--- config.mk ---
export PLATFORM = sky130hd
export DESIGN_NAME = crc_frame_byte_decoder_unit_flat
export DESIGN_NICKNAME = d
export VERILOG_FILES = /design/src/design/crc_fbd_pkg.sv /design/src/design/crc_fbd_ifs.sv /design/src/design/crc_frame_byte_decoder_unit.sv /design/src/flat_wrapper.sv
export SDC_FILE = /design/constraint.sdc
export NUM_CORES = 1
export LEC_CHECK = 0
export CAP_MARGIN = 20
export CORE_ASPECT_RATIO = 0.9
export CORE_UTILIZATION = 60
export DETAILED_ROUTE_END_ITERATION = 10
export DONT_BUFFER_PORTS = 1
export HOLD_SLACK_MARGIN = 0.05
export PLACE_DENSITY = 0.79
export RECOVER_POWER = 25
export SYNTH_ARGS = -nofsm -noshare
export SYNTH_HDL_FRONTEND = slang
export SYNTH_SLANG_ARGS = --single-unit
--- constraint.sdc ---
create_clock -name clk -period 4.35 [get_ports clk]
set_input_delay 0 -clock clk [delete_from_list [all_inputs] [get_ports clk]]
set_output_delay 0 -clock clk [all_outputs]
set_load 0.05 [all_outputs]
--- src/design/crc_fbd_pkg.sv ---
// shared types, codes and the crc step function of the frame byte decoder
package crc_fbd_pkg;

  // result event codes
  localparam logic [2:0] EV_NONE    = 3'd0;
  localparam logic [2:0] EV_PAYLOAD = 3'd1;
  localparam logic [2:0] EV_GOOD    = 3'd2;
  localparam logic [2:0] EV_CRCERR  = 3'd3;
  localparam logic [2:0] EV_BADLEN  = 3'd4;
  localparam logic [2:0] EV_BADEND  = 3'd5;

  // input operation codes
  localparam logic OP_FEED    = 1'b0;
  localparam logic OP_RESTART = 1'b1;

  // configuration register indexes
  localparam int unsigned CFG_IDX_W  = 8;
  localparam int unsigned CFG_DATA_W = 16;
  localparam logic [CFG_IDX_W-1:0] CFG_START_BYTE  = 8'd0;
  localparam logic [CFG_IDX_W-1:0] CFG_END_BYTE    = 8'd1;
  localparam logic [CFG_IDX_W-1:0] CFG_MAX_PAYLOAD = 8'd2;
  localparam logic [CFG_IDX_W-1:0] CFG_CRC_INIT    = 8'd3;

  // register reset values
  localparam logic [7:0]  START_BYTE_RST  = 8'hAA;
  localparam logic [7:0]  END_BYTE_RST    = 8'h55;
  localparam logic [7:0]  MAX_PAYLOAD_RST = 8'd64;
  localparam logic [15:0] CRC_INIT_RST    = 16'hFFFF;

  localparam logic [15:0] CRC_POLY = 16'h1021;

  typedef logic [7:0]            byte_t;
  typedef logic [15:0]           crc_t;
  typedef logic [31:0]           count_t;
  typedef logic [2:0]            event_t;
  typedef logic [CFG_IDX_W-1:0]  cfg_idx_t;
  typedef logic [CFG_DATA_W-1:0] cfg_data_t;

  // crc-16-ccitt over one byte, msb first
  function automatic crc_t crc_add(input crc_t crc, input byte_t b);
    crc_t c;
    c = crc ^ {b, 8'h00};
    for (int k = 0; k < 8; k++) begin
      if (c[15]) begin
        c = {c[14:0], 1'b0} ^ CRC_POLY;
      end else begin
        c = {c[14:0], 1'b0};
      end
    end
    return c;
  endfunction

endpackage

--- src/design/crc_fbd_ifs.sv ---
// channel interfaces of the frame byte decoder: input, result and configuration

// received byte channel
interface crc_fbd_in_if;
  logic                valid;
  logic                ready;
  logic                operation;
  crc_fbd_pkg::byte_t  data_byte;

  modport source (output valid, output operation, output data_byte, input ready);
  modport sink   (input valid, input operation, input data_byte, output ready);
endinterface

// result channel
interface crc_fbd_out_if;
  logic                 valid;
  logic                 ready;
  crc_fbd_pkg::event_t  event_res;
  crc_fbd_pkg::byte_t   payload_byte;
  crc_fbd_pkg::byte_t   payload_index;
  crc_fbd_pkg::byte_t   msg_type;
  crc_fbd_pkg::byte_t   sequence_number;
  crc_fbd_pkg::byte_t   frame_length;
  crc_fbd_pkg::count_t  bytes_seen;
  crc_fbd_pkg::count_t  good_frames;
  crc_fbd_pkg::count_t  crc_failures;
  crc_fbd_pkg::count_t  resync_count;

  modport source (output valid, output event_res, output payload_byte, output payload_index,
                  output msg_type, output sequence_number, output frame_length,
                  output bytes_seen, output good_frames, output crc_failures,
                  output resync_count, input ready);
  modport sink   (input valid, input event_res, input payload_byte, input payload_index,
                  input msg_type, input sequence_number, input frame_length,
                  input bytes_seen, input good_frames, input crc_failures,
                  input resync_count, output ready);
endinterface

// configuration write channel
interface crc_fbd_cfg_if;
  logic                   valid;
  logic                   ready;
  crc_fbd_pkg::cfg_idx_t  reg_index;
  crc_fbd_pkg::cfg_data_t wdata;

  modport source (output valid, output reg_index, output wdata, input ready);
  modport sink   (input valid, input reg_index, input wdata, output ready);
endinterface

--- src/design/crc_frame_byte_decoder_unit.sv ---
// top level of the frame byte decoder: byte parser, crc check and counters
//
// Use: each input transaction carries one received byte (operation feed) or a
// restart request that sends the parser back to hunting for the start byte.
// Frames are start, length, type, sequence, payload, crc high, crc low, end.
// Every input transaction gives exactly one result transaction with an event
// code (none, payload byte, frame good, crc error, bad length, bad end) and
// the held header fields and the four 32-bit counters after that byte.
// Configuration writes (start byte, end byte, payload limit, crc seed) go
// through the cfg channel, which is always ready; write only while idle.
// Path: the input register takes the byte when it is accepted, and the result
// register takes the result from it once the result channel can move on.
// Rate: one byte per cycle unless out_ch.ready stalls; the incremental crc step
// and the parser update sit in the single logic stage between those two registers.
// Reset: registers return to their defaults, the parser hunts for the start
// byte, the crc is loaded with its default seed and all counters clear.
// Stall: a result waiting on out_ch.ready is held steady; one more input is
// taken into the input register, after which in_ch.ready stays low.
module crc_frame_byte_decoder_unit (
  input  logic                  clk,
  input  logic                  rst_n,
  crc_fbd_in_if.sink            in_ch,
  crc_fbd_out_if.source         out_ch,
  crc_fbd_cfg_if.sink           cfg_ch
);
  import crc_fbd_pkg::*;

  typedef enum logic [2:0] {
    PH_WAIT, PH_LEN, PH_TYPE, PH_SEQ, PH_PAY, PH_CRCH, PH_CRCL, PH_END
  } phase_t;

  // configuration registers
  byte_t start_byte_r, end_byte_r, max_payload_r;
  crc_t  crc_init_r;

  // input register
  logic  in_vld_r;
  logic  in_op_r;
  byte_t in_byte_r;

  // parser state
  phase_t phase_r, phase_nxt;
  byte_t  byte_pos_r, byte_pos_nxt;
  byte_t  len_r, len_nxt;
  byte_t  type_r, type_nxt;
  byte_t  seq_r, seq_nxt;
  crc_t   crc_r, crc_nxt;
  crc_t   crc_rx_r, crc_rx_nxt;
  count_t byte_cnt_r, byte_cnt_nxt;
  count_t good_cnt_r, good_cnt_nxt;
  count_t crcerr_cnt_r, crcerr_cnt_nxt;
  count_t resync_cnt_r, resync_cnt_nxt;

  // result register
  logic   out_vld_r;
  event_t ev_r, ev_nxt;
  byte_t  pay_byte_r, pay_byte_nxt;
  byte_t  pay_idx_r, pay_idx_nxt;

  logic  advance;
  logic  step;
  crc_t  crc_upd;
  byte_t pos_inc;

  assign advance = !out_vld_r || out_ch.ready;
  assign step    = in_vld_r && advance;
  assign in_ch.ready  = !in_vld_r || advance;
  assign cfg_ch.ready = 1'b1;

  // configuration writes, unknown indexes ignored
  always_ff @(posedge clk) begin
    if (!rst_n) begin
      start_byte_r  <= START_BYTE_RST;
      end_byte_r    <= END_BYTE_RST;
      max_payload_r <= MAX_PAYLOAD_RST;
      crc_init_r    <= CRC_INIT_RST;
    end else if (cfg_ch.valid) begin
      case (cfg_ch.reg_index)
        CFG_START_BYTE:  start_byte_r  <= cfg_ch.wdata[7:0];
        CFG_END_BYTE:    end_byte_r    <= cfg_ch.wdata[7:0];
        CFG_MAX_PAYLOAD: max_payload_r <= cfg_ch.wdata[7:0];
        CFG_CRC_INIT:    crc_init_r    <= cfg_ch.wdata;
        default: ;
      endcase
    end
  end

  // input register, refilled whenever it empties or moves on
  always_ff @(posedge clk) begin
    if (!rst_n) begin
      in_vld_r <= 1'b0;
    end else if (in_ch.ready) begin
      in_vld_r <= in_ch.valid;
    end
    if (in_ch.ready) begin
      in_op_r   <= in_ch.operation;
      in_byte_r <= in_ch.data_byte;
    end
  end

  assign crc_upd = crc_add(crc_r, in_byte_r);
  assign pos_inc = byte_pos_r + 8'd1;

  // parser next state and result
  always_comb begin
    phase_nxt      = phase_r;
    byte_pos_nxt   = byte_pos_r;
    len_nxt        = len_r;
    type_nxt       = type_r;
    seq_nxt        = seq_r;
    crc_nxt        = crc_r;
    crc_rx_nxt     = crc_rx_r;
    byte_cnt_nxt   = byte_cnt_r;
    good_cnt_nxt   = good_cnt_r;
    crcerr_cnt_nxt = crcerr_cnt_r;
    resync_cnt_nxt = resync_cnt_r;
    ev_nxt         = EV_NONE;
    pay_byte_nxt   = 8'd0;
    pay_idx_nxt    = 8'd0;
    if (in_op_r == OP_RESTART) begin
      phase_nxt    = PH_WAIT;
      byte_pos_nxt = 8'd0;
    end else begin
      byte_cnt_nxt = byte_cnt_r + 32'd1;
      case (phase_r)
        PH_WAIT: begin
          if (in_byte_r == start_byte_r) begin
            phase_nxt = PH_LEN;
            crc_nxt   = crc_init_r;
          end
        end
        PH_LEN: begin
          if (in_byte_r > max_payload_r) begin
            resync_cnt_nxt = resync_cnt_r + 32'd1;
            phase_nxt      = PH_WAIT;
            ev_nxt         = EV_BADLEN;
          end else begin
            len_nxt   = in_byte_r;
            crc_nxt   = crc_upd;
            phase_nxt = PH_TYPE;
          end
        end
        PH_TYPE: begin
          type_nxt  = in_byte_r;
          crc_nxt   = crc_upd;
          phase_nxt = PH_SEQ;
        end
        PH_SEQ: begin
          seq_nxt      = in_byte_r;
          crc_nxt      = crc_upd;
          byte_pos_nxt = 8'd0;
          phase_nxt    = (len_r == 8'd0) ? PH_CRCH : PH_PAY;
        end
        PH_PAY: begin
          ev_nxt       = EV_PAYLOAD;
          pay_byte_nxt = in_byte_r;
          pay_idx_nxt  = byte_pos_r;
          crc_nxt      = crc_upd;
          byte_pos_nxt = pos_inc;
          if (pos_inc >= len_r) begin
            phase_nxt = PH_CRCH;
          end
        end
        PH_CRCH: begin
          crc_rx_nxt = {in_byte_r, 8'h00};
          phase_nxt  = PH_CRCL;
        end
        PH_CRCL: begin
          crc_rx_nxt = {crc_rx_r[15:8], in_byte_r};
          phase_nxt  = PH_END;
        end
        default: begin
          phase_nxt = PH_WAIT;
          if (in_byte_r != end_byte_r) begin
            resync_cnt_nxt = resync_cnt_r + 32'd1;
            ev_nxt         = EV_BADEND;
          end else if (crc_r != crc_rx_r) begin
            crcerr_cnt_nxt = crcerr_cnt_r + 32'd1;
            ev_nxt         = EV_CRCERR;
          end else begin
            good_cnt_nxt = good_cnt_r + 32'd1;
            ev_nxt       = EV_GOOD;
          end
        end
      endcase
    end
  end

  // parser state and result register
  always_ff @(posedge clk) begin
    if (!rst_n) begin
      phase_r      <= PH_WAIT;
      byte_pos_r   <= 8'd0;
      len_r        <= 8'd0;
      type_r       <= 8'd0;
      seq_r        <= 8'd0;
      crc_r        <= CRC_INIT_RST;
      crc_rx_r     <= 16'd0;
      byte_cnt_r   <= 32'd0;
      good_cnt_r   <= 32'd0;
      crcerr_cnt_r <= 32'd0;
      resync_cnt_r <= 32'd0;
      out_vld_r    <= 1'b0;
    end else begin
      if (advance) begin
        out_vld_r <= in_vld_r;
      end
      if (step) begin
        phase_r      <= phase_nxt;
        byte_pos_r   <= byte_pos_nxt;
        len_r        <= len_nxt;
        type_r       <= type_nxt;
        seq_r        <= seq_nxt;
        crc_r        <= crc_nxt;
        crc_rx_r     <= crc_rx_nxt;
        byte_cnt_r   <= byte_cnt_nxt;
        good_cnt_r   <= good_cnt_nxt;
        crcerr_cnt_r <= crcerr_cnt_nxt;
        resync_cnt_r <= resync_cnt_nxt;
      end
    end
    if (step) begin
      ev_r       <= ev_nxt;
      pay_byte_r <= pay_byte_nxt;
      pay_idx_r  <= pay_idx_nxt;
    end
  end

  // result channel; held fields and counters show the state after the byte
  assign out_ch.valid           = out_vld_r;
  assign out_ch.event_res       = ev_r;
  assign out_ch.payload_byte    = pay_byte_r;
  assign out_ch.payload_index   = pay_idx_r;
  assign out_ch.msg_type        = type_r;
  assign out_ch.sequence_number = seq_r;
  assign out_ch.frame_length    = len_r;
  assign out_ch.bytes_seen      = byte_cnt_r;
  assign out_ch.good_frames     = good_cnt_r;
  assign out_ch.crc_failures    = crcerr_cnt_r;
  assign out_ch.resync_count    = resync_cnt_r;

endmodule

--- src/flat_wrapper.sv ---
// flat-port wrapper written by rule: the top's interface ports become plain ports
module crc_frame_byte_decoder_unit_flat import crc_fbd_pkg::*;
  (clk, rst_n, in_ch_valid, in_ch_operation, in_ch_data_byte, in_ch_ready, out_ch_valid, out_ch_event_res, out_ch_payload_byte, out_ch_payload_index, out_ch_msg_type, out_ch_sequence_number, out_ch_frame_length, out_ch_bytes_seen, out_ch_good_frames, out_ch_crc_failures, out_ch_resync_count, out_ch_ready, cfg_ch_valid, cfg_ch_reg_index, cfg_ch_wdata, cfg_ch_ready);
  crc_fbd_in_if in_ch_i ();
  crc_fbd_out_if out_ch_i ();
  crc_fbd_cfg_if cfg_ch_i ();
  input  logic clk;
  input  logic rst_n;
  input wire logic [$bits(in_ch_i.valid)-1:0] in_ch_valid;
  input wire logic [$bits(in_ch_i.operation)-1:0] in_ch_operation;
  input wire logic [$bits(in_ch_i.data_byte)-1:0] in_ch_data_byte;
  output wire logic [$bits(in_ch_i.ready)-1:0] in_ch_ready;
  output wire logic [$bits(out_ch_i.valid)-1:0] out_ch_valid;
  output wire logic [$bits(out_ch_i.event_res)-1:0] out_ch_event_res;
  output wire logic [$bits(out_ch_i.payload_byte)-1:0] out_ch_payload_byte;
  output wire logic [$bits(out_ch_i.payload_index)-1:0] out_ch_payload_index;
  output wire logic [$bits(out_ch_i.msg_type)-1:0] out_ch_msg_type;
  output wire logic [$bits(out_ch_i.sequence_number)-1:0] out_ch_sequence_number;
  output wire logic [$bits(out_ch_i.frame_length)-1:0] out_ch_frame_length;
  output wire logic [$bits(out_ch_i.bytes_seen)-1:0] out_ch_bytes_seen;
  output wire logic [$bits(out_ch_i.good_frames)-1:0] out_ch_good_frames;
  output wire logic [$bits(out_ch_i.crc_failures)-1:0] out_ch_crc_failures;
  output wire logic [$bits(out_ch_i.resync_count)-1:0] out_ch_resync_count;
  input wire logic [$bits(out_ch_i.ready)-1:0] out_ch_ready;
  input wire logic [$bits(cfg_ch_i.valid)-1:0] cfg_ch_valid;
  input wire logic [$bits(cfg_ch_i.reg_index)-1:0] cfg_ch_reg_index;
  input wire logic [$bits(cfg_ch_i.wdata)-1:0] cfg_ch_wdata;
  output wire logic [$bits(cfg_ch_i.ready)-1:0] cfg_ch_ready;
  assign in_ch_i.valid = in_ch_valid;
  assign in_ch_i.operation = in_ch_operation;
  assign in_ch_i.data_byte = in_ch_data_byte;
  assign in_ch_ready = in_ch_i.ready;
  assign out_ch_valid = out_ch_i.valid;
  assign out_ch_event_res = out_ch_i.event_res;
  assign out_ch_payload_byte = out_ch_i.payload_byte;
  assign out_ch_payload_index = out_ch_i.payload_index;
  assign out_ch_msg_type = out_ch_i.msg_type;
  assign out_ch_sequence_number = out_ch_i.sequence_number;
  assign out_ch_frame_length = out_ch_i.frame_length;
  assign out_ch_bytes_seen = out_ch_i.bytes_seen;
  assign out_ch_good_frames = out_ch_i.good_frames;
  assign out_ch_crc_failures = out_ch_i.crc_failures;
  assign out_ch_resync_count = out_ch_i.resync_count;
  assign out_ch_i.ready = out_ch_ready;
  assign cfg_ch_i.valid = cfg_ch_valid;
  assign cfg_ch_i.reg_index = cfg_ch_reg_index;
  assign cfg_ch_i.wdata = cfg_ch_wdata;
  assign cfg_ch_ready = cfg_ch_i.ready;
  crc_frame_byte_decoder_unit u_core (.clk(clk), .rst_n(rst_n), .in_ch(in_ch_i), .out_ch(out_ch_i), .cfg_ch(cfg_ch_i));
endmodule
==> results of run 1 <==
==> routing by layer <==
| metal | up-vias | wire (um) |
|---|---|---|
| met1 | 5050 | 13800 |
| met4 | 0 | 895 |
| met2 | 406 | 14900 |
| li1 | 5100 | - |
| met5 | - | 0 |
| met3 | 70 | 2500 |
==> final cells by class <==
class,count,share of cell area
multi-input combinational,1045,0.458
clock inverter,12,0.0119
inverter,38,0.0104
timing repair buffer,62,0.0443
sequential,265,0.399
tap,255,0.0228
clock buffer,37,0.0545
==> synth_stat cells, drive strengths merged, types with 28 or more instances <==
| cell type | number | area, um^2 |
|---|---|---|
| dfxtp | 237 | 4740 |
| nand2 | 154 | 578 |
| nor2 | 124 | 465 |
| a21oi | 109 | 546 |
| nand3 | 75 | 388 |
| o21ai | 69 | 345 |
| mux2i | 65 | 651 |
| xor2 | 65 | 569 |
| clkbuf | 62 | 233 |
| or3 | 47 | 294 |
| xnor2 | 44 | 385 |
| nand4 | 43 | 269 |
| inv | 37 | 139 |
| edfxtp | 28 | 841 |
==> worst max-delay path: stages, from the launching register on <==
cell and delay (ns):
dfxtp_1 0.81, nand4b_1 0.29, nor3_1 0.51, and3_1 0.42, nand4_1 0.51, or4_1 0.65
a21oi_1 0.15
==> state kept, by name (all words and copies together) (netlist names) <==
register / flops
u_core.crc_r: 16
u_core.out_ch.crc_failures: 32
u_core.out_ch.bytes_seen: 32
u_core.byte_pos_r: 8
u_core.in_op_r: 1
u_core.max_payload_r: 8
u_core.in_vld_r: 1
u_core.phase_r: 3
u_core.out_ch.event_res: 3
u_core.out_ch.payload_byte: 8
u_core.in_byte_r: 8
u_core.out_ch.good_frames: 32
u_core.out_ch.resync_count: 32
u_core.out_ch.valid: 1
u_core.crc_rx_r: 16
u_core.crc_init_r: 16
u_core.out_ch.msg_type: 8
u_core.start_byte_r: 8
u_core.out_ch.frame_length: 8
u_core.out_ch.sequence_number: 8
u_core.out_ch.payload_index: 8
u_core.end_byte_r: 8
==> cell families after synthesis <==
family                   after synthesis
AO/OA/AOI/OAI                        237
other                                  1
multiplexers                          65
buffers and inverters                112
flip-flops                           265
adder cells (fa/ha/maj)               21
AND/OR/NAND/NOR                      612
XOR/XNOR                             109
==> report_power, final <==
group | switching (mW) | leakage, nW | internal, mW
sequential | 0.0549 | 2.18 | 2.48
combinational | 0.115 | 2.52 | 0.0628
clock | 0.971 | 0.459 | 1.46
==> through the flow <==
| stage | area [um^2] | instances |
|---|---|---|
| after detailed placement | 12600 | 1613 |
| after global placement | 12600 | 1613 |
| after CTS | 14000 | 1713 |
| after global routing | 14000 | 1714 |
| after floorplan | 12400 | 1422 |
| final | 14000 | 1714 |
==> worst paths after layout <==
path                                           from                        endpoint  cells after the start
worst min-delay path            cfg_ch_reg_index[0]            u_core.end_byte_r[5]                      3
worst min register to register  u_core.crc_rx_r[12]             u_core.crc_rx_r[12]                      2
worst max register to register    u_core.phase_r[1]  u_core.out_ch.crc_failures[31]                      6
worst max-delay path              u_core.phase_r[1]  u_core.out_ch.crc_failures[31]                      6
==> impl_results.md, run 1 <==
- Worst Setup End Kind: flop
- Drt total wl: 32.1 mm
- Nets@finish: 1498
- Overall power: 5.15 mW
- Die height: 139 um
- Most common cell after layout, fill and taps aside: dfxtp_1
- Synth Instances: 1422
- Routing usage on met3: 0.0659
- Syn Nets: roughly 1500
- Tcrit/Tclk final: 0.786
- Post_cts resized: 0
- First-pass GRT wire length: 51.2 mm
- Vias in the first global route: 9747
- Post-synth EDFFs: 28
- HP Class: in -> reg
- Tot GR Track Use: 0.293
- Synth Area in Compound Gates: 0.108
- H-tree Lvls: 1
- GR Util met2: 0.481
- Power Density: 367 nW/um^2
- FFs w/ async S/R, synth: 0
- Post-CTS Hold Fix Bufs: 51
- Total DRC errors in the routed layout: 0
- Share of layout cells above drive strength 1: 0.0493
- Syn_area_per_cell: 8.75 um^2
- Max Root-Sink Buffers: 3
- Full die area: 21300 um^2
- Clock slew at reported path FFs: 0.07 ns
- Setup ws final: just over 0.9 ns
- DR iter-0 viols: 920
- F_max: 293 MHz
- Postcts setup bufs: 0
- Crit-path max FO: 23
- ANT cells: 0
- Busiest grt layer: met2
- Area Overhead vs Synth: 12.7%
- Slew at the pin with the worst max-slew slack: about 1.0 ns
- Run status: complete, no violations
- Unique masters post-synth: 58
- Final-report max-slew violation count: 0
- Largest net degree at the start of global routing: 106
- CTS tree: yes
- Largest family of logic cells by synthesized area: simple AND/OR/NAND/NOR gates
- Commonest non-fill, non-tap cells in the layout: dfxtp_1, nand2_1, nor2_1
- Pre-CTS setup slack: 1.04 ns
- Post-Syn Area: approximately 12000 um^2
- Met1 Usage GRT: 0.387
- Starting Density: 0.617
- Fill count: between 1500 and 2000
- Adder-Cell Fraction of Synth Area: 0.0211
- Vias: 10600
- Syn. warnings: 0
- Final core occ: 0.695
- Hold Vio Cnt, Final: 0
- Max cap viols: 0
- Register Area: 5590 um^2
- Worst R2R Setup Slack: 0.93 ns
- Setup TNS: 0 ns
- Setup violators final: 0
- Fin Hold WS: 0.0768 ns
- Clock sinks: approximately 270
- Routed Antenna Nets: 0
- Worst setup path class: reg -> reg
- Core area: 20200 um^2
- WP data arrival: 3.87 ns
- Max_slew headroom: 0.310
- Chip width: 154 um
- WP data required: 4.80 ns
- Synth Area in XOR/XNOR: 0.0768
- Fin crit period: roughly 3.4 ns
- WL/cell: 18.7 um
- Footprint of the multi-input gates: 6410 um^2
- Peak supply drop: between 0.2 and 0.3 mV
- Via density: 6.20
- Row count: 49
- Post-Route Skew: 0.0161 ns
- Mux share of post-synthesis cell area: 0.0523
- Initial antenna violation count: 0
- #FFs+latches synth: 265
- Num CTS Buffers: 27
- Initial DRT Pass Iterations: 5
- Port Buf Inserts: 0
- Ys flop type: dfxtp_1
- GPL Wtd Cong: roughly 0.85
- Congestion Overflow GR: 0
- Root buffer cell: clkbuf_16
- Startpoint types: flop
- Register area share after synthesis: 0.449
- Clk_lat worst skew: 0.54 ns
- Post-detail-place hpwl: 20.7 mm
- Synth Area in Simple Gates: 0.256
- RSZ-0062 raised after global routing: no
- IO Count: approximately 210
- Static leakage: 5.17 nW
Power figures use the tool's default switching activity.
==> run 2: changes to the inputs <==
- ABC_AREA: not set -> 1
- CORE_UTILIZATION: 60 -> 58
- clock period: 4.35 -> 2.9 ns (I/O delays scaled with it)
==> impl_results.md, run 2 <==
- Run status: complete, no violations
- DP Cell Count: 2515
- HP Class: in -> reg
- DR iter-0 viols: 1474
- Commonest non-fill, non-tap cells in the layout: nand2_1, nor2_1, dfxtp_1
- Port Buf Inserts: 0
- Worst Setup End Kind: flop
- R2R Path Start: u_core.out_ch.crc_failures[1]
- Routed met3 length: about 4.5 mm
- Final-report max-slew violation count: 0
- Crit path capture: u_core.crc_init_r[6]
- Nets@finish: 2324
- Setup ws final: about 0.11 ns
- Peak supply drop: 0.550 mV
- Post-synth EDFFs: 28
- F_max: 358 MHz
- DR top layer: met4
- Vias: approximately 15000
- Post-Layout Cell Count: roughly 2600
- Most used cell, CP: dlygate4sd3_1
- Drt total wl: around 44 mm
- Post-detail-place hpwl: 30.1 mm
- Post-Syn Area: 14600 um^2
- Routed Antenna Nets: 0
- Synth cell count leaders: nand2_1, nor2_1, dfxtp_1
- Ys flop type: dfxtp_1
- Via density: about 5.7
- Largest net degree at the start of global routing: 125
- Register area share after synthesis: 0.383
- Routed wl met2: about 19 mm
- Max cap viols: 0
- Static leakage: 6.57 nW
- R2r worst-path depth: 10
- Worst R2R Setup Slack: around 0.28 ns
- Clock slew at reported path FFs: 0.06 ns
- Initial DRT Pass Iterations: 7
- Slowest stage cell on the critical path: dlygate4sd3_1
- Synth Instances: 2142
- IO Count: 212
- Syn_area_per_cell: 6.80 um^2
- Top-area cell type share of the netlist area: 0.326
- Final core occ: 0.681
- Critical Path Source: cfg_ch_reg_index[4]
- Worst-path cell chain: dlygate4sd3_1 -> nor2_1 -> nand2_1 -> dlygate4sd3_1 -> nor3b_2 -> nand2_1 -> dlygate4sd3_1 -> buf_6 -> clkinvlp_4 -> nand2_1 -> nand3_1 -> dlygate4sd3_1
- Crit-path max FO: 18
- Worst reg2reg path endpoint: u_core.out_ch.crc_failures[26]
- Post-DP Area: roughly 15000 um^2
- CP Depth: 12
- Crit-path max cell delay: 0.61 ns
- Syn. warnings: 0
- Power Density: 487 nW/um^2
- Startpoint types: primary input
- GPL Wtd Cong: 0.962
- Starting Density: 0.596
- Clk_lat worst skew: 0.56 ns
- Yosys top cell by area: dfxtp_1
- Pre-CTS setup slack: a little under 0.5 ns
- Root buffer cell: clkbuf_16
- Chip width: 169 um
- Congestion Overflow GR: 0
- Vias in the first global route: 14000
- First-pass GRT wire length: 70.7 mm
- Design Area, Final: between 15000 and 20000 um^2
- Worst setup path class: in -> reg
- Fin crit period: between 2 and 3 ns
- Num CTS Buffers: 28
- Slew at the pin with the worst max-slew slack: 0.953 ns
- Setup violators final: 0
- Fin Hold WS: 0.0799 ns
- Max Root-Sink Buffers: 3
- Hold Vio Cnt, Final: 0
- Core area: between 20000 and 25000 um^2
- WP data required: 3.39 ns
- Synth area leaders: dfxtp_1, nand2_1, nor2_1
- Initial antenna violation count: 1
- H-tree Lvls: 1
- Most frequent cell after synthesis: nand2_1
- Post-Route Skew: between 0.01 and 0.015 ns
- Total DRC errors in the routed layout: 0
- Tcrit/Tclk final: 0.963
- CTS tree: yes
- Most common cell after layout, fill and taps aside: nand2_1
- Area Overhead vs Synth: 14.4%
- Full die area: 25800 um^2
- Delay-heaviest family, CP: buffers and inverters
- Met1 wire length: approximately 18 mm
- Share of layout cells above drive strength 1: 0.0735
- Tot GR Track Use: 0.335
- Syn Nets: approximately 2200
- WL/cell: 16.7 um
- Fill count: between 2000 and 2500
- Clock sinks: 265
- Row count: 54
- Critical path buffers and inverters: 6
- FFs w/ async S/R, synth: 0
- Max_slew headroom: 0.365
- Unique masters post-synth: 49
- #FFs+latches synth: 265
- WP data arrival: 3.29 ns
- Die height: around 150 um
run 2: changes by cell type after synthesis, sizes merged, moves of 27 or more:
| cell | previous run | this run |
|---|---|---|
| nor3 | 16 | 43 |
| inv | 37 | 196 |
| or3 | 47 | 0 |
| mux2i | 65 | 0 |
| nor2 | 124 | 293 |
| a21oi | 109 | 155 |
| buf | 12 | 39 |
| nand2 | 154 | 656 |
| nand3 | 75 | 138 |
run 2: final cells by class:
class	count	area, um^2	share of cell area
Multi-Input combinational cell	1603	7840	0.471
Sequential cell	265	5590	0.335
Timing Repair Buffer	168	1110	0.0666
Clock buffer	44	821	0.0492
Inverter	199	754	0.0453
Tap cell	336	420	0.0252
Clock inverter	8	129	0.00773
Antenna cell	1	2.50	0.000150
run 2: how the worst min path moves through the flow:
stage                                   from                    end  slack (ns)  cells past startpoint
after floorplan           in_ch_data_byte[0]    u_core.in_byte_r[0]         0.1                      0
after global placement                 rst_n   u_core.crc_init_r[0]        0.09                      1
after detailed placement               rst_n  u_core.crc_init_r[13]         0.1                      1
after CTS                 in_ch_data_byte[2]    u_core.in_byte_r[2]        0.06                      1
after global routing      in_ch_data_byte[3]    u_core.in_byte_r[3]        0.08                      1
final                     in_ch_data_byte[3]    u_core.in_byte_r[3]        0.08                      1
run 2: stage by stage:
step | total power [mW] | setup TNS [ns]
2_1_floorplan | 4.28 | 0
3_3_place_gp | 4.37 | 0
3_5_place_dp | 4.39 | 0
4_1_cts | 8.13 | 0
5_1_grt | 8.35 | -0.0584
6_report | 8.12 | 0
run 2: worst register-to-register path, delay by kind of cell, from the launching register on:
kind / cells / cell delay [ns]
adder cells (fa/ha/maj): 1 / 0.31
flip-flops: 1 / 0.30
buffers and inverters: 1 / 0.56
AND/OR/NAND/NOR: 6 / 1.07
XOR/XNOR: 1 / 0.20
AO/OA/AOI/OAI: 1 / 0.12
run 2: timing repair:
item / 4_1_cts / 5_1_grt
buffers inserted: 0 / 5
endpoints found under the hold margin: 193 / 0
hold buffers: 51 / 0
gates resized for setup: 0 / 6
setup endpoints to repair: 0 / 10
run 2: where the power goes:
group / internal, mW / switching, mW / total, mW
Clock: 2.21 / 1.51 / 3.72
Combinational: 0.170 / 0.384 / 0.555
Sequential: 3.75 / 0.0966 / 3.84
run 2: logic make-up (layout without fill, tap and decap cells):
family | after synthesis | in the layout | share of synthesized area
xor+xnor | 82 | 82 | 0.0493
fa+ha+maj | 21 | 21 | 0.0180
other cells | 1 | 2 | 0.000257
simple gates | 1225 | 1225 | 0.365
flops | 265 | 265 | 0.383
buf+inv | 274 | 419 | 0.0785
compound gates | 274 | 274 | 0.105
run 2: per-layer routing:
layer  track usage  vias up
met1         0.442     6791
met3        0.0852      136
met5             0        -
met2         0.528      757
met4         0.126        0
li1              -     7183
==> run 3: changes to the inputs <==
- CORE_UTILIZATION: 58 -> 50
- PLACE_DENSITY: 0.79 -> 0.68
==> impl_results.md, run 3 (synthesis results as in run 2) <==
- Run status: complete, no violations
- Most common cell after layout, fill and taps aside: nand2_1
- RSZ-0062 raised after global routing: no
- WL/cell: between 15 and 20 um
- IO Count: roughly 210
- Final core occ: 0.587
- Clk_lat worst skew: 0.57 ns
- Initial antenna violation count: 0
- Crit path capture: u_core.end_byte_r[2]
- Worst reg2reg path endpoint: u_core.out_ch.resync_count[16]
- First-pass GRT wire length: 69.7 mm
- Power Density: 483 nW/um^2
- HP Class: in -> reg
- Worst-path cell chain: dlygate4sd3_1 -> or2_2 -> nor3_1 -> dlygate4sd3_1 -> nand2_1 -> inv_2 -> nand2_1 -> dlygate4sd3_1 -> nand3_1 -> dlygate4sd3_1
- Share of layout cells above drive strength 1: 0.0680
- GPL Wtd Cong: approximately 0.97
- GR Util met2: 0.449
- Footprint of the multi-input gates: between 7000 and 8000 um^2
- Port Buf Inserts: 0
- Vias in the first global route: 13600
- H-tree Lvls: 1
- Tot GR Track Use: 0.287
- Slew at the pin with the worst max-slew slack: between 0.9 and 1 ns
- Startpoint types: primary input
- Routed Antenna Nets: 0
- Setup ws final: between 0.1 and 0.15 ns
- Root buffer cell: clkbuf_16
- Critical Path Source: cfg_ch_reg_index[2]
- Peak supply drop: 0.445 mV
- Worst R2R Setup Slack: between 0.2 and 0.3 ns
- Post-detail-place hpwl: 31.1 mm
- Hold Vio Cnt, Final: 0
- R2R Path Start: u_core.out_ch.resync_count[1]
- Drt total wl: about 43 mm
- R2r worst-path depth: 9
- Worst Setup End Kind: flop
- WP data required: between 3 and 4 ns
- Busiest grt layer: met2
- Max_slew headroom: 0.351
- Core area: ~28000 um^2
- Static leakage: 6.53 nW
- Crit-path max FO: 11
- WP data arrival: approximately 3.3 ns
- Routing usage on met3: 0.0800
- Most used cell, CP: dlygate4sd3_1
- Largest net degree at the start of global routing: ~130
- Met1 Usage GRT: 0.388
- Nets@finish: 2332
- Area Overhead vs Synth: 14.1%
- Via density: 5.45
- ANT cells: 0
- Overall power: ~8 mW
- Vias: 14500
- Fill count: about 2800
- Clock sinks: 265
- DR iter-0 viols: roughly 1100
- Row count: 58
- CTS tree: yes
- Setup TNS: 0 ns
- Fin crit period: approximately 2.8 ns
- Final-report max-slew violation count: 0
- Clock slew at reported path FFs: 0.06 ns
- Worst setup path class: in -> reg
- Tcrit/Tclk final: 0.961
- Post-Route Skew: 0.0148 ns
- Total DRC errors in the routed layout: 0
- F_max: 359 MHz
- Die height: 164 um
- Starting Density: 0.515
- Initial DRT Pass Iterations: 5
- Slowest stage cell on the critical path: dlygate4sd3_1
- Max cap viols: 0
- Congestion Overflow GR: 0
- Commonest non-fill, non-tap cells in the layout: nand2_1, nor2_1, dfxtp_1
- Full die area: 29800 um^2
- Max Root-Sink Buffers: 3
- Register Area: around 5600 um^2
- Setup violators final: 0
- Num CTS Buffers: 29
- Chip width: approximately 180 um
- Pre-CTS setup slack: 0.360 ns
- Crit-path max cell delay: 0.64 ns
[run 3: layout make-up]
type,count,area share
Inverter,199,0.0452
Sequential cell,265,0.336
Multi-Input combinational cell,1603,0.471
Clock buffer,48,0.0497
Tap cell,360,0.0271
Clock inverter,5,0.00542
Timing Repair Buffer,175,0.0658
[run 3: stage by stage]
stage | hold slack [ns] | cell area [um^2] | cells
final | 0.0708 | 16600 | 2655
after global placement | 0.0924 | 15600 | 2553
after global routing | 0.0669 | 16600 | 2655
after CTS | 0.0620 | 17000 | 2655
after detailed placement | 0.0967 | 15600 | 2553
after floorplan | 0.0989 | 14600 | 2142
[run 3: timing repair]
item	4_1_cts	5_1_grt
endpoints found under the hold margin	206	0
resized for setup	0	1
setup buffers	0	0
hold buffers	49	0
setup endpoints to repair	0	3
[run 3: worst min path at each step]
stage,start,end,slack (ns),cells past startpoint
finish,in_ch_data_byte[6],u_core.in_byte_r[6],0.07,1
global route,in_ch_data_byte[7],u_core.in_byte_r[7],0.07,1
CTS,in_ch_data_byte[3],u_core.in_byte_r[3],0.06,1
detailed placement,rst_n,u_core.crc_init_r[0],0.1,1
global placement,rst_n,u_core.crc_init_r[4],0.09,1
floorplan,in_ch_data_byte[0],u_core.in_byte_r[0],0.1,0
[run 3: per-layer routing]
metal | vias up | wire length, um
met2 | 538 | 18500
met3 | 83 | 4310
met4 | 0 | 1130
li1 | 7189 | -
met5 | - | 0
met1 | 6653 | 19200
[run 3: worst max-delay path, delay by kind of cell]
kind	cells	cell delay (ns)
AND/OR/NAND/NOR	5	0.80
buffers and inverters	5	2.49
[run 3: power breakdown]
part,switching (mW),internal (mW)
sequential,0.101,3.75
clock,1.52,2.12
combinational,0.368,0.167
total,1.99,6.03
